File: src/sv/bpdds_pkg.sv
// Shared types, constants and fixed-point helpers for the balance controller.
// Used by bpdds_mul and balance_pid_diff_drive_stepper_top; depends on nothing.
`default_nettype none

package bpdds_pkg;

   // Number format and fixed controller constants.
   localparam int FRAC_BITS = 16;
   localparam logic [31:0] SPEED_DEADZONE = 32'd327680;
   localparam logic [31:0] YAW_DEADZONE = 32'd65536;
   localparam logic [31:0] TRACK_WIDTH = 32'd10485760;
   localparam logic [31:0] STEPS_PER_UNIT = 32'd655360;
   localparam logic [30:0] FREQ_LIMIT = 31'd1310720000;
   // pi/360 as an unsigned Q0.32 fraction.
   localparam logic [31:0] HALF_RAD_PER_DEG_Q32 = 32'd37480661;

   // Multiplier product, shifted result and working widths.
   localparam int PROD_W = 64;
   localparam int RES_W = PROD_W - FRAC_BITS + 1;
   localparam int WIDE_W = RES_W + 3;
   localparam int CSR_ADDR_W = 5;

   // Reset values of the configuration registers.
   localparam logic [30:0] V_MAX_RESET = 31'd655360000;
   localparam logic [30:0] THETA_REF_LIMIT_RESET = 31'd655360;
   localparam logic [30:0] SLEW_STEP_MAX_RESET = 31'd6553600;

   typedef logic signed [WIDE_W-1:0] wide_type;
   typedef logic signed [RES_W-1:0] res_type;

   localparam wide_type I32_MAX = wide_type'(32'sh7fffffff);
   localparam wide_type I32_MIN = wide_type'(32'sh80000000);

   // Configuration register indexes (word address).
   typedef enum logic [2:0] {
      REG_KP,
      REG_KI_DT,
      REG_KD,
      REG_K_V,
      REG_THETA_TRIM,
      REG_V_MAX,
      REG_THETA_REF_LIMIT,
      REG_SLEW_STEP_MAX
   } reg_index_type;

   // Sequencer states.
   typedef enum logic [3:0] {
      S_IDLE,
      S_VREF,
      S_HALF,
      S_TREF,
      S_TURN,
      S_ERR,
      S_KI,
      S_KP,
      S_KD,
      S_RAW,
      S_MIX,
      S_FL,
      S_FR,
      S_SLEWL,
      S_SLEWR,
      S_DONE
   } state_type;

   typedef struct packed {
      logic signed [31:0] tilt_deg;
      logic signed [31:0] tilt_rate_dps;
      logic signed [31:0] speed_cmd;
      logic signed [31:0] yaw_cmd;
      logic [16:0]        obstacle_scale;
      logic               link_ok;
      logic               armed;
   } req_type;

   typedef struct packed {
      logic [30:0]        freq_left;
      logic [30:0]        freq_right;
      logic               dir_left;
      logic               dir_right;
      logic signed [31:0] speed_left;
      logic signed [31:0] speed_right;
      logic signed [31:0] drive_speed;
      logic signed [31:0] tilt_ref;
   } rsp_type;

   // One request to the shared multiplier: magnitudes, result sign, shift.
   typedef struct packed {
      logic [31:0] a_mag;
      logic [31:0] b_mag;
      logic        neg;
      logic        shift_q32;
   } mul_op_type;

   // Magnitude of a 32-bit signed value; the most negative value maps to 2^31.
   function automatic logic [31:0] abs32(input logic signed [31:0] x);
      abs32 = x[31] ? (~x + 32'd1) : x;
   endfunction

   // Saturate a wide signed value to the 32-bit signed range.
   function automatic logic signed [31:0] sat32(input wide_type x);
      if (x > I32_MAX) begin
         sat32 = I32_MAX[31:0];
      end else if (x < I32_MIN) begin
         sat32 = I32_MIN[31:0];
      end else begin
         sat32 = x[31:0];
      end
   endfunction

   // Clamp a wide signed value to plus or minus an unsigned limit.
   function automatic wide_type clamp_sym(input wide_type x, input logic [30:0] lim);
      wide_type hi;
      wide_type lo;
      hi = wide_type'({1'b0, lim});
      lo = -hi;
      if (x > hi) begin
         clamp_sym = hi;
      end else if (x < lo) begin
         clamp_sym = lo;
      end else begin
         clamp_sym = x;
      end
   endfunction

   // A command whose magnitude lies strictly below the dead zone becomes zero.
   function automatic logic signed [31:0] dead_zone(input logic signed [31:0] x,
                                                    input logic [31:0] dz);
      dead_zone = (abs32(x) < dz) ? 32'sd0 : x;
   endfunction

   // Move prev toward target by at most dmax.
   function automatic logic [30:0] slew(input logic [30:0] prev, input logic [30:0] target,
                                        input logic [30:0] dmax);
      logic signed [32:0] diff;
      logic signed [32:0] lim;
      logic signed [32:0] step;
      logic signed [32:0] sum;
      diff = signed'({2'b00, target}) - signed'({2'b00, prev});
      lim = signed'({2'b00, dmax});
      if (diff > lim) begin
         step = lim;
      end else if (diff < -lim) begin
         step = -lim;
      end else begin
         step = diff;
      end
      sum = signed'({2'b00, prev}) + step;
      slew = sum[30:0];
   endfunction

endpackage

`default_nettype wire

File: src/sv/bpdds_mul.sv
// Shared 32x32 unsigned multiplier with a registered product, then shift and sign.
// Depends on bpdds_pkg for the request type and result width.
`default_nettype none

module bpdds_mul (
   input  wire logic                 clock,
   input  wire bpdds_pkg::mul_op_type op,
   output bpdds_pkg::res_type        res
);

   logic [bpdds_pkg::PROD_W-1:0] prod_ff;
   logic                         neg_ff;
   logic                         shift_q32_ff;
   logic [bpdds_pkg::PROD_W-1:0] shifted;
   logic [bpdds_pkg::RES_W-2:0]  mag;

   // Product register; the result is consumed in the cycle after the request.
   always_ff @(posedge clock) begin
      prod_ff      <= bpdds_pkg::PROD_W'(op.a_mag) * bpdds_pkg::PROD_W'(op.b_mag);
      neg_ff       <= op.neg;
      shift_q32_ff <= op.shift_q32;
   end

   // Truncate the magnitude toward zero, then apply the sign.
   assign shifted = shift_q32_ff ? (prod_ff >> 32) : (prod_ff >> bpdds_pkg::FRAC_BITS);
   assign mag = shifted[bpdds_pkg::RES_W-2:0];
   assign res = neg_ff ? -signed'({1'b0, mag}) : signed'({1'b0, mag});

endmodule

`default_nettype wire
File: config.mk
export PLATFORM = sky130hd
export DESIGN_NAME = bpdds_mul
export DESIGN_NICKNAME = d
export VERILOG_FILES = /design/src/sv/bpdds_pkg.sv /design/src/sv/bpdds_mul.sv
export SDC_FILE = /design/constraint.sdc
export NUM_CORES = 2
export LEC_CHECK = 0
export ABC_AREA = 1
export BUFFER_PORTS_ARGS = -buffer_cell sky130_fd_sc_hd__buf_2
export CAP_MARGIN = 20
export CORE_AREA = 2 2 281 283
export CTS_BUF_LIST = sky130_fd_sc_hd__clkbuf_8
export DETAILED_ROUTE_END_ITERATION = 16
export DIE_AREA = 0 0 283 285
export HOLD_SLACK_MARGIN = 0.15
export PLACE_DENSITY_LB_ADDON = 0.05
export SLEW_MARGIN = 20
export SYNTH_ARGS = -nofsm -noshare
export SYNTH_HDL_FRONTEND = slang
export SYNTH_SLANG_ARGS = --single-unit
export TNS_END_PERCENT = 5
File: constraint.sdc
create_clock -name clock -period 11.9 [get_ports clock]
set_input_delay 3.57 -clock clock [delete_from_list [all_inputs] [get_ports clock]]
set_output_delay 3.57 -clock clock [all_outputs]
set_load 0.02 [all_outputs]
==> results.sh <==
export IMPL_outcome="completed"
export IMPL_place_congestion=0.958
export IMPL_drive_gt1_share_pct=4.28
export IMPL_synth_avg_cell_area_sq_um=7.32
export IMPL_htreeDepth=2
export IMPL_crit_top_cell="fa_1"
export IMPL_synthArstFlopShare_pct=0
export IMPL_yosys_cell_types_count=39
export IMPL_critical_path_class="in2reg"
export IMPL_layout_setup_ws_ns=1.51
export IMPL_maxCapViolations=0
export IMPL_routed_wl_mm=114
export IMPL_cp_required_ns=12.10
export IMPL_max_slew_margin_pct=30.8
export IMPL_synth_compound_area_share_pct=3.32
export IMPL_cts_tree="built"
export IMPL_yosys_warnings=0
export IMPL_fin_util_pct=51.2
export IMPL_dieWidth_um=283
export IMPL_area_growth_synth_to_final_pct=3.73
export IMPL_start_util_pct=49.3
export IMPL_vias=30600
export IMPL_finalCriticalPeriod_ns=10.39
export IMPL_muxShareOfSynthArea_pct=0
export IMPL_wl_per_cell_um=18.3
export IMPL_start_kind="primary input"
export IMPL_cts_resized=0
export IMPL_synth_top_family_by_area="adder cells"
export IMPL_cts_path_max_buffers=2
export IMPL_io_pins=116
export IMPL_use_met2_pct=51.6
export IMPL_dp_hpwl_mm=98.4
export IMPL_design_die_area_sq_um=80700
export IMPL_path_clk_slew_ns=0.12
export IMPL_seq_area_frac_synth_pct=2.60
export IMPL_core_sq_um=78000
export IMPL_drt_pass1_iterations=7
export IMPL_synth_main_ff_cell="dfxtp_1"
export IMPL_antenna_found_initial=2
export IMPL_first_iter_violations=1654
export IMPL_synth_cells=5255
export IMPL_critPathMaxStageDelay_ns=0.76
export IMPL_worstPathArrival_ns=10.59
export IMPL_synth_area_leaders="fa_1, inv_1, nand2_1"
export IMPL_synthesis_area_sq_um=38500
export IMPL_synth_fp_nets=6478
export IMPL_grt_overflow_total=0
export IMPL_hold_violations=0
export IMPL_grt_pass1_wl_mm=187
export IMPL_crit_path_max_fanout=32
export IMPL_antennaDiodeCount=0
export IMPL_cts_buffers=5
export IMPL_drc_errors=0
export IMPL_synth_most_common_cell="inv_1"
export IMPL_synthTopCellsByCount="inv_1, nand2_1, fa_1"
export IMPL_synth_edff_count=0
export IMPL_rsz0062_at_grt="no"
export IMPL_setup_violations=0
export IMPL_post_cts_setup_buffers=0
export IMPL_cts_hold_buf=0
export IMPL_grt_start_max_net_pins=56
export IMPL_grt_busiest_layer="met2"
export IMPL_rows=103
export IMPL_min_path_type="in2reg"
export IMPL_synth_adder_area_share_pct=55.1
export IMPL_pre_cts_slack_ns=1.13
export IMPL_die_h_um=285
export IMPL_crit_path_end_kind="flop"
export IMPL_holdWs_ns=3.32
export IMPL_clock_sinks=50
export IMPL_max_freq_mhz=96.3
export IMPL_ys_ff_latch=50
export IMPL_gr_usage_met1_pct=40.5
export IMPL_fin_crit_sh_pct=87.3
export IMPL_cpMaxStageDelayCell="buf_2"
export IMPL_slew_violations=0
export IMPL_yosys_area_share_simple_pct=18.9
export IMPL_cts_root_buffer="clkbuf_8"
export IMPL_finalSetupTns_ns=0
export IMPL_final_antenna_net_count=0
export IMPL_synth_xor_area_share_pct=1.37
export IMPL_grt_met3_usage_pct=3.50
export IMPL_numPortBuffers=115
export IMPL_grt_pass1_vias=33100
export IMPL_worst_pin_slew_ns=1.04
export IMPL_synth_top_area_share_pct=46.6
export IMPL_grt_total_usage_pct=29.7
export IMPL_final_nets=6431
export IMPL_path_cells="buf_2 > nand2_1 > inv_1 > fa_1 > fa_1 > fa_1 > inv_1 > fa_1 > inv_1 > fa_1 > fa_1 > fa_1 > fa_1 > ha_1 > a21oi_1 > o21ai_0 > a21oi_1 > nor2_1 > nor2_1 > nand2_1 > xor2_1"
export IMPL_yosysTopAreaCell="fa_1"
export IMPL_vias_per_cell=4.88
[final cells by class]
type	count	area, sq um
inverters	1696	6370
repair buffers	153	861
multi-input cells	3302	30300
clock inverters	3	28.8
clock buffers	5	68.8
well taps	1050	1310
flip-flops and latches	50	1000
fillers	7970	38100
[path summary, 6_finish.rpt]
kind / from / endpoint / slack, ns / depth (start not counted)
worst min-delay path: op[1] / neg_ff / 3.32 / 1
worst max-delay path: op[48] / prod_ff[30] / 1.51 / 21
[flip-flops by register name, summed over array words and instances (netlist names)]
| signal | cells |
|---|---|
| neg_ff | 1 |
| shift_q32_ff | 1 |
| prod_ff | 48 |
[critical path: cells and delay by family]
kind | cells | cell delay (ns)
xor+xnor | 1 | 0.45
fa+ha+maj | 9 | 4.33
simple gates | 4 | 0.51
buf+inv | 4 | 0.98
compound gates | 3 | 0.74
[per-stage QoR]
| step | instances | cell area (sq um) |
|---|---|---|
| floorplan | 5255 | 38500 |
| global placement | 6251 | 39800 |
| detailed placement | 6251 | 39800 |
| CTS | 6259 | 39900 |
| global route | 6259 | 39900 |
| finish | 6259 | 39900 |
[cells in the final DEF, fill, tap and decap left out, types with 9 or more instances in the layout]
cell type,count
ha_1,261
nand3_1,71
nand4_1,17
inv_1,1693
nand2_1,1518
nor2_1,203
nor3_1,14
fa_1,895
buf_4,38
o21ai_1,15
o21bai_1,9
xor2_1,41
o21ai_0,69
xnor2_1,19
o21ai_2,21
dfxtp_1,49
a21oi_1,90
nor2_2,19
nand2_2,10
buf_2,115
[cell families after synthesis]
group / after synthesis
AOI/OAI and AO/OA: 221
adders and majority gates: 1156
buffers and inverters: 1903
xor gates and xnor gates: 60
DFF: 50
and+or+nand+nor: 1865
[per-layer routing]
metal / wire length [um] / share of wire (%) / up-vias
met5: 24 / 0.021 / -
met4: 2330 / 2.0 / 4
met3: 6280 / 5.5 / 124
met2: 55300 / 48 / 806
met1: 50400 / 44 / 15200
li1: - / - / 14400
Power is left out: the tool's default activity adds up to more than one toggle a clock period on the data nets, which glitch-free logic cannot reach.
